[config.mk]
export PLATFORM = sky130hd
export DESIGN_NAME = utf8_to_utf16_decoder
export DESIGN_NICKNAME = d
export VERILOG_FILES = /design/src/rtl/u8u16_pkg.sv /design/src/rtl/u8u16_front.sv /design/src/rtl/u8u16_queue.sv /design/src/rtl/u8u16_back.sv /design/src/rtl/utf8_to_utf16_decoder.sv
export SDC_FILE = /design/constraint.sdc
export NUM_CORES = 1
export LEC_CHECK = 0
export BUFFER_PORTS_ARGS = -buffer_cell sky130_fd_sc_hd__buf_2
export CAP_MARGIN = 25
export CORE_UTILIZATION = 50
export CTS_CLUSTER_DIAMETER = 50
export CTS_CLUSTER_SIZE = 8
export DETAILED_ROUTE_END_ITERATION = 16
export PLACE_DENSITY = 0.77
export SYNTH_ARGS = -nofsm -noshare
export SYNTH_HDL_FRONTEND = slang
export SYNTH_HIERARCHICAL = 1
export SYNTH_SLANG_ARGS = --single-unit
[constraint.sdc]
create_clock -name clk -period 5.4 [get_ports clk]
set_input_delay 0.54 -clock clk [delete_from_list [all_inputs] [get_ports clk]]
set_output_delay 0.54 -clock clk [all_outputs]
set_load 0.005 [all_outputs]
[src/rtl/u8u16_pkg.sv]
// Shared types and constants for the UTF-8 to UTF-16 decoder.
// Used by the front, queue, back and top-level modules; depends on nothing.
package u8u16_pkg;

  localparam int QueueDepth = 4;
  localparam int PtrW = $clog2(QueueDepth);
  localparam int CountW = $clog2(QueueDepth + 1);

  localparam logic [15:0] HighSurrogate = 16'hD800;
  localparam logic [15:0] LowSurrogate = 16'hDC00;
  localparam logic [20:0] SupplementaryBase = 21'h10000;

  // One queued record: the results that one input item causes.
  typedef struct packed {
    logic [15:0] unit0;
    logic [15:0] unit1;
    logic        two_units;
    logic        present;
    logic        end_flag;
    logic        invalid;
  } entry_t;

endpackage

[src/rtl/u8u16_front.sv]
// Front end: accepts bytes, tracks the multi-byte sequence state and forms queue records.
// Depends on u8u16_pkg.
module u8u16_front (
  input  logic                clk,
  input  logic                rst,
  input  logic                in_valid,
  output logic                in_stall,
  input  logic [7:0]          data_byte,
  input  logic                final_byte,
  input  logic                queue_full,
  output logic                push,
  output u8u16_pkg::entry_t   push_entry
);

  logic [1:0]  pending_count, pending_count_next;
  logic [20:0] partial_code_point, partial_code_point_next;
  logic        error_seen, error_seen_next;
  logic        accept;
  logic        done;
  logic [20:0] code_point;
  logic [20:0] offset;

  assign in_stall = queue_full;
  assign accept = in_valid && !queue_full;

  always_comb begin
    pending_count_next = pending_count;
    partial_code_point_next = partial_code_point;
    error_seen_next = error_seen;
    done = 1'b0;
    code_point = 21'd0;
    if (!error_seen) begin
      if (pending_count == 2'd0) begin
        if (data_byte[7] == 1'b0) begin
          code_point = {13'd0, data_byte};
          done = 1'b1;
        end else if (data_byte[7:5] == 3'b110) begin
          partial_code_point_next = {16'd0, data_byte[4:0]};
          pending_count_next = 2'd1;
        end else if (data_byte[7:4] == 4'b1110) begin
          partial_code_point_next = {17'd0, data_byte[3:0]};
          pending_count_next = 2'd2;
        end else if (data_byte[7:3] == 5'b11110) begin
          partial_code_point_next = {18'd0, data_byte[2:0]};
          pending_count_next = 2'd3;
        end else begin
          error_seen_next = 1'b1;
        end
      end else if (data_byte[7:6] != 2'b10) begin
        error_seen_next = 1'b1;
      end else begin
        partial_code_point_next = {partial_code_point[14:0], data_byte[5:0]};
        pending_count_next = pending_count - 2'd1;
        if (pending_count == 2'd1) begin
          code_point = {partial_code_point[14:0], data_byte[5:0]};
          done = 1'b1;
        end
      end
    end
  end

  assign offset = code_point - u8u16_pkg::SupplementaryBase;

  always_comb begin
    push_entry = '0;
    push = accept && (done || final_byte);
    if (done) begin
      push_entry.present = 1'b1;
      push_entry.end_flag = final_byte;
      if (code_point[20:16] == 5'd0) begin
        push_entry.unit0 = code_point[15:0];
      end else begin
        push_entry.two_units = 1'b1;
        push_entry.unit0 = u8u16_pkg::HighSurrogate | {5'd0, offset[20:10]};
        push_entry.unit1 = u8u16_pkg::LowSurrogate | {6'd0, offset[9:0]};
      end
    end else begin
      push_entry.end_flag = 1'b1;
      push_entry.invalid = error_seen_next || (pending_count_next != 2'd0);
    end
  end

  always_ff @(posedge clk) begin
    if (rst) begin
      pending_count <= 2'd0;
      partial_code_point <= 21'd0;
      error_seen <= 1'b0;
    end else if (accept) begin
      if (final_byte) begin
        pending_count <= 2'd0;
        partial_code_point <= 21'd0;
        error_seen <= 1'b0;
      end else begin
        pending_count <= pending_count_next;
        partial_code_point <= partial_code_point_next;
        error_seen <= error_seen_next;
      end
    end
  end

endmodule

[src/rtl/u8u16_queue.sv]
// Short queue of result records between the front and back ends.
// Depends on u8u16_pkg.
module u8u16_queue (
  input  logic              clk,
  input  logic              rst,
  input  logic              push,
  input  u8u16_pkg::entry_t push_entry,
  output logic              full,
  input  logic              pop,
  output logic              not_empty,
  output u8u16_pkg::entry_t head
);

  u8u16_pkg::entry_t                 slots [u8u16_pkg::QueueDepth];
  logic [u8u16_pkg::PtrW-1:0]        wr_ptr;
  logic [u8u16_pkg::PtrW-1:0]        rd_ptr;
  logic [u8u16_pkg::CountW-1:0]      count;
  logic                              do_push;
  logic                              do_pop;

  assign full = (count == u8u16_pkg::CountW'(u8u16_pkg::QueueDepth));
  assign not_empty = (count != '0);
  assign head = slots[rd_ptr];
  assign do_push = push && !full;
  assign do_pop = pop && not_empty;

  always_ff @(posedge clk) begin
    if (do_push) begin
      slots[wr_ptr] <= push_entry;
    end
  end

  always_ff @(posedge clk) begin
    if (rst) begin
      wr_ptr <= '0;
      rd_ptr <= '0;
      count <= '0;
    end else begin
      if (do_push) begin
        wr_ptr <= wr_ptr + u8u16_pkg::PtrW'(1);
      end
      if (do_pop) begin
        rd_ptr <= rd_ptr + u8u16_pkg::PtrW'(1);
      end
      if (do_push && !do_pop) begin
        count <= count + u8u16_pkg::CountW'(1);
      end else if (do_pop && !do_push) begin
        count <= count - u8u16_pkg::CountW'(1);
      end
    end
  end

endmodule

[src/rtl/u8u16_back.sv]
// Back end: turns each queued record into one or two output items.
// Depends on u8u16_pkg.
module u8u16_back (
  input  logic              clk,
  input  logic              rst,
  input  logic              not_empty,
  input  u8u16_pkg::entry_t head,
  output logic              pop,
  output logic              out_valid,
  input  logic              out_stall,
  output logic [15:0]       code_unit,
  output logic              unit_present,
  output logic              end_of_buffer,
  output logic              buffer_invalid,
  output logic              run_last
);

  logic second;
  logic second_next;
  logic taken;
  logic last_of_entry;

  assign out_valid = not_empty;
  assign taken = not_empty && !out_stall;
  assign last_of_entry = second || !head.two_units;
  assign pop = taken && last_of_entry;

  assign code_unit = second ? head.unit1 : head.unit0;
  assign unit_present = head.present;
  assign end_of_buffer = head.end_flag && last_of_entry;
  assign buffer_invalid = head.invalid;
  assign run_last = last_of_entry;

  always_comb begin
    second_next = second;
    if (taken) begin
      second_next = !last_of_entry;
    end
  end

  always_ff @(posedge clk) begin
    if (rst) begin
      second <= 1'b0;
    end else begin
      second <= second_next;
    end
  end

endmodule

[src/rtl/utf8_to_utf16_decoder.sv]
// Top level of the UTF-8 to UTF-16 decoder.
// Depends on u8u16_pkg, u8u16_front, u8u16_queue and u8u16_back.
//
// Input channel: one UTF-8 byte per item on data_byte, with final_byte set on
// the last byte of a buffer; in_valid and in_stall form the handshake.
// Output channel: one UTF-16 unit per item with its flags; out_valid and
// out_stall form the handshake. The final byte of every buffer yields an item
// with end_of_buffer set, and buffer_invalid on it tells the consumer to drop
// the units of that buffer. run_last marks the last item caused by a byte.
// Each accepted byte's record is registered in the queue before its first output item.
// A byte is accepted every cycle while the four-record queue has room; a byte
// that decodes to a surrogate pair yields two output items, so absent stalls
// the sustained rate is one byte per cycle for any valid stream.
// Reset clears the sequence state and empties the queue. When the receiver
// stalls, the current output item holds and the queue fills; in_stall rises
// once it is full.
module utf8_to_utf16_decoder (
  input  logic        clk,
  input  logic        rst,
  input  logic        in_valid,
  output logic        in_stall,
  input  logic [7:0]  data_byte,
  input  logic        final_byte,
  output logic        out_valid,
  input  logic        out_stall,
  output logic [15:0] code_unit,
  output logic        unit_present,
  output logic        end_of_buffer,
  output logic        buffer_invalid,
  output logic        run_last
);

  logic              push;
  logic              full;
  logic              pop;
  logic              not_empty;
  u8u16_pkg::entry_t push_entry;
  u8u16_pkg::entry_t head;

  u8u16_front u_front (
    .clk        (clk),
    .rst        (rst),
    .in_valid   (in_valid),
    .in_stall   (in_stall),
    .data_byte  (data_byte),
    .final_byte (final_byte),
    .queue_full (full),
    .push       (push),
    .push_entry (push_entry)
  );

  u8u16_queue u_queue (
    .clk        (clk),
    .rst        (rst),
    .push       (push),
    .push_entry (push_entry),
    .full       (full),
    .pop        (pop),
    .not_empty  (not_empty),
    .head       (head)
  );

  u8u16_back u_back (
    .clk            (clk),
    .rst            (rst),
    .not_empty      (not_empty),
    .head           (head),
    .pop            (pop),
    .out_valid      (out_valid),
    .out_stall      (out_stall),
    .code_unit      (code_unit),
    .unit_present   (unit_present),
    .end_of_buffer  (end_of_buffer),
    .buffer_invalid (buffer_invalid),
    .run_last       (run_last)
  );

endmodule
# Yosys cells after proc, flatten, opt, wreduce, memory -nomap -nowiden
# Memories as Yosys holds them, arrays and structs flattened. A register that Yosys moved wholly into a read port is not among the register bits.
# Index checks and enable logic that the tools add are counted.
# totals
memories	1
ramBits	144
register_bits	26
# classes
n_reduce_logical	24
n_eq_ne	10
add_sub_neg	6
n_mux	46
# mem_list
memory	words	word_bits	rd	rd_ports_with_merged_regs	write_ports	line_no	source
u_queue.slots	4	36	1	1	1	u8u16_queue.sv:14	u8u16_pkg::entry_t slots [u8u16_pkg::QueueDepth];
# ops
cell	n
15-bit two-way mux	8
21-bit two-way mux	4
34-bit two-way mux	1
16-bit two-way mux	2
21-bit by 17-bit subtractor with 21-bit output, second input constant	1
2-bit two-way mux	10
1-bit two-way mux	17
17-bit two-way mux	1
1-bit logical AND	9
7-bit two-way mux	1
3-bit equality test, second input constant	2
1-bit zero test	6
3-bit two-way mux	2
5-bit equality test, second input constant	1
5-bit zero test	1
5-bit != test, second input constant	1
5-bit AND reduction	1
2-bit by 1-bit adder with 2-bit output, second input constant	2
4-bit equality test, second input constant	1
2-bit != test, second input constant	2
2-bit nonzero test	2
3-bit by 1-bit adder with 3-bit output, second input constant	1
1-bit logical OR	3
3-bit by 2-bit != test with 1-bit output, second input constant	1
6 further kinds	6

# Depth between registers and ports, before layout
# depth
ltp_word	12
depth_mapped	15
mapped_depth_nobuf	15

# Modules after synthesis
# The synthesis kept the hierarchy.
# by_module_without_submodules
module	instances	cells_each	area_per_inst_um2
u8u16_queue	1	236	5706.7
u8u16_front	1	159	1261.2
u8u16_back	1	29	310.3

# Worst setup path before layout
# No wires, ideal clock.
# synth_path
kind	in2reg
startpoint	in data_byte[6]
endpoint	mem u_queue/slots[0][0] in the netlist's numbering, enable pin
stages	9
arrival_time_ns	2.558
setup_time_ns	0.397
path_buffers	1
setup_slack_ns	2.445
path_cell_list	buf_2 nor4bb_1 o21ai_1 inv_2 nor2_1 nor2_1 inv_1 nor2_1 and2_1
# synth_between
elab_chain_cells	9
# synth_rtl
item	line_no	source
start, declared	utf8_to_utf16_decoder.sv:22	input logic [7:0] data_byte,
2-bit != test	u8u16_front.sv:49	end else if (data_byte[7:6] != 2'b10) begin
1-bit two-way mux	u8u16_front.sv:49	
1-bit two-way mux	u8u16_front.sv:33	if (pending_count == 2'd0) begin
1-bit two-way mux	u8u16_front.sv:32	if (!error_seen) begin
named net u_front.done	u8u16_front.sv:19	logic done;
1-bit logical OR	u8u16_front.sv:66	push = accept && (done || final_byte);
1-bit logical AND	u8u16_front.sv:66	
named net push	utf8_to_utf16_decoder.sv:33	logic push;
1-bit logical AND	u8u16_queue.sv:24	assign do_push = push && !full;
named net u_queue.do_push	u8u16_queue.sv:18	logic do_push;
1-bit two-way mux	u8u16_queue.sv:28	if (do_push) begin
1-bit two-way mux (implied by the code)	u8u16_queue.sv:29	slots[wr_ptr] <= push_entry;
end, declared	u8u16_queue.sv:14	
# The timed path passes the listed nets, and every way through them passes these cells.

==> impl_results.md <==
* Inserted Diodes at 0
* Final ANT Viol Nets at 0
* Crit path capture type: flop
* Maximum vdd ir drop at ~260 uV
* Via density at 5.91
* DRC at 0
* Max Cap Viol at 0
* Global-route wire length before repair at 21400 um
* Synth Instances at 424
* Synth Net Count at 446
* R2R depth at 12
* Layout cells sized above 1 at 0.287
* Critical-path maximum fanout at 26
* Tot GR Track Use at 0.198
* CP Class: reg -> reg
* 1st-iter DRT viols at around 420
* Worst Clk Skew at 0.0143 ns
* Core ar. at 14000 um2
* Setup_tns at 0 ns
* Hold Startpoint: data_byte[1]
* Post-Synthesis Cell Area at 7280 um2
* Routed WL per cell at 20.9 um
* Number of max-slew violations in the final report at 0
* Clock slew at reported path FFs at 0.07 ns
* Synth warn at 6
* Pwr Density at 409 nW/um2
* Sequential-to-total area share from yosys stat at 0.671
* Buffers on Ports at 34
* CTS sink count at 172
* Post-synth EDFFs at 144
* Commonest register cell after synthesis: edfxtp_1
* Final period util at 0.667
* Endpoints failing setup at 0
* WL final at 13600 um
* WP data arrival at 3.86 ns
* Library cells used by synthesis at 57
* Largest net degree at the start of global routing at 37
* Total grt overflow at 0
* Place WS at a little under 2 ns
* Hold Path Class: in -> reg
* Area grow syn2layout at 10.5%
* CTS max path bufs at 2
* Initial antenna violation count at 0
* Number of detailed-route iterations in the first pass at 5
* Ys async rst share at 0
* Die width at between 100 and 150 um
* RSZ-0062 raised after global routing: false
* Hold Path Sink: u_front/partial_code_point[1]
* Die ar. at 15000 um2
* Achievable Freq at between 200 and 300 MHz
* Worst r2r dst: u_queue/slots[1][29]
* Initial Utilization at 0.518
* Worst setup path start: u_front/pending_count[0]
* Number of placed I/O pins at 35
* Slew @ Worst Pin at between 0.6 and 0.7 ns
* Vias in the first global route at 3879
* Post-route setup slack at 1.80 ns
* Cts-stage hold buffer count at 0
* Flops & latches, synth at 172
* Die Span Y at 123 um
* Final hold vios at 0
* CTS HTree Levels at 4
* Max-slew headroom at 0.544
* Root Buffer: clkbuf_16
* Post-CTS Setup Bufs at 0
* Reg2reg setup slack at between 1.5 and 2 ns
* RR Startpoint: u_front/pending_count[0]
* Routability cong. at between 0.9 and 1
* CTS tree: done
* Nets at 479
* Post-cts sizing count at 0
* P_leak at 2.74 nW
* CTS buffer count at 17
* Final hold slack at between 0.3 and 0.4 ns
* Worst path required time at 5.66 ns
* Synthesized area per cell at between 15 and 20 um2
* Hpwl dp at 8280 um
* Number of cell rows at 43
* Final worst path period need at roughly 3.6 ns
* Via count at 3842
* Clock Latency Late Sink at 0.42 ns
* Status: finished clean
* Startpoint types: flop
* Worst Hold Path Cells at 2
cell usage after synthesis (8+ instances only):
library cell | count | area, um2
a22o_1 | 20 | 175
and2_1 | 9 | 56.3
buf_4 | 11 | 82.6
dfxtp_1 | 28 | 561
edfxtp_1 | 144 | 4320
ha_1 | 8 | 100
inv_1 | 12 | 45.0
mux2_2 | 16 | 180
mux4_2 | 33 | 743
nand2_1 | 17 | 63.8
nor2_1 | 22 | 82.6
o21ai_0 | 11 | 55.1
through the flow:
stage,cell area [um2],cells,total power [mW],util
2_1_floorplan,7280,424,2.07,-
3_3_place_gp,7480,616,2.19,0.533
3_5_place_dp,7500,617,2.21,0.534
4_1_cts,8040,649,3.31,0.572
5_1_grt,8040,650,3.43,0.573
6_report,8040,650,3.29,0.573
layout make-up:
type | count | area [um2]
timing repair buffer | 42 | 238
fill | 1023 | 6000
clock buffer | 19 | 433
multi-input combinational | 211 | 2110
inverter | 13 | 48.8
tap | 180 | 225
sequential | 172 | 4890
clock inverter | 13 | 104
layout by cell type, fill, tap and decap left out, types with 6 or more instances in the layout:
master,netlist,layout
a21oi_1,7,7
a22o_1,20,20
and2_1,9,9
and3_1,6,6
buf_2,6,34
buf_4,11,7
clkbuf_16,0,17
dfxtp_1,28,27
edfxtp_1,144,144
ha_1,8,8
inv_1,12,12
inv_6,0,6
mux2_2,16,16
mux4_2,33,33
nand2_1,17,17
nor2_1,22,22
o21ai_0,11,11
cells by family after synthesis:
kind of cell               Yosys count  synth area share
xor gates and xnor gates             5           0.00602
adders and majority gates            9            0.0165
AOI/OAI and AO/OA                   55            0.0572
DFF                                172             0.671
muxes                               55             0.143
and+or+nand+nor                     86            0.0669
buffers and inverters               41            0.0392
other                                1          0.000515
worst max-delay path by stage:
stage	end	cells after the start
final	u_queue/slots[1][29]	12
after floorplan	u_queue/slots[0][0]	9
after CTS	u_queue/slots[2][29]	12
after detailed placement	u_queue/slots[3][29]	12
after global placement	u_queue/slots[0][29]	12
after global routing	u_queue/slots[2][29]	12
state kept, by name, indices dropped and copies added, names as in the netlist, named ones only:
register                    cells
u_queue/slots                 144
u_front/error_seen              1
u_back/second                   1
u_queue/wr_ptr                  2
u_front/partial_code_point     15
u_queue/rd_ptr                  2
u_front/pending_count           2
u_queue/count                   3
layer usage:
| metal | share of wire | vias up | track usage | routed length (um) |
|---|---|---|---|---|
| met5 | 0 | - | 0 | 0 |
| met4 | 0.023 | 0 | 0.0846 | 318 |
| li1 | - | 1729 | - | - |
| met3 | 0.050 | 28 | 0.0423 | 675 |
| met1 | 0.42 | 1955 | 0.262 | 5740 |
| met2 | 0.50 | 130 | 0.317 | 6860 |
power breakdown:
part	switching [mW]	leakage (nW)	total [mW]	internal, mW
registers	0.0682	1.52	1.62	1.56
logic	0.267	0.957	0.549	0.282
clock network	0.512	0.267	1.11	0.601
total	0.848	2.74	3.29	2.44
worst max-delay path: stages, from the launching register on:
cell,delay [ns]
dfxtp_1,0.43
inv_1,0.08
ha_1,0.34
nor4b_2,0.43
and2_1,0.36
nand2_1,0.14
ha_1,0.23
inv_1,0.12
a31o_2,0.20
nand2_1,0.19
inv_1,0.56
o21ai_0,0.20
nand2_1,0.16
(Power assumes the default switching activity.)
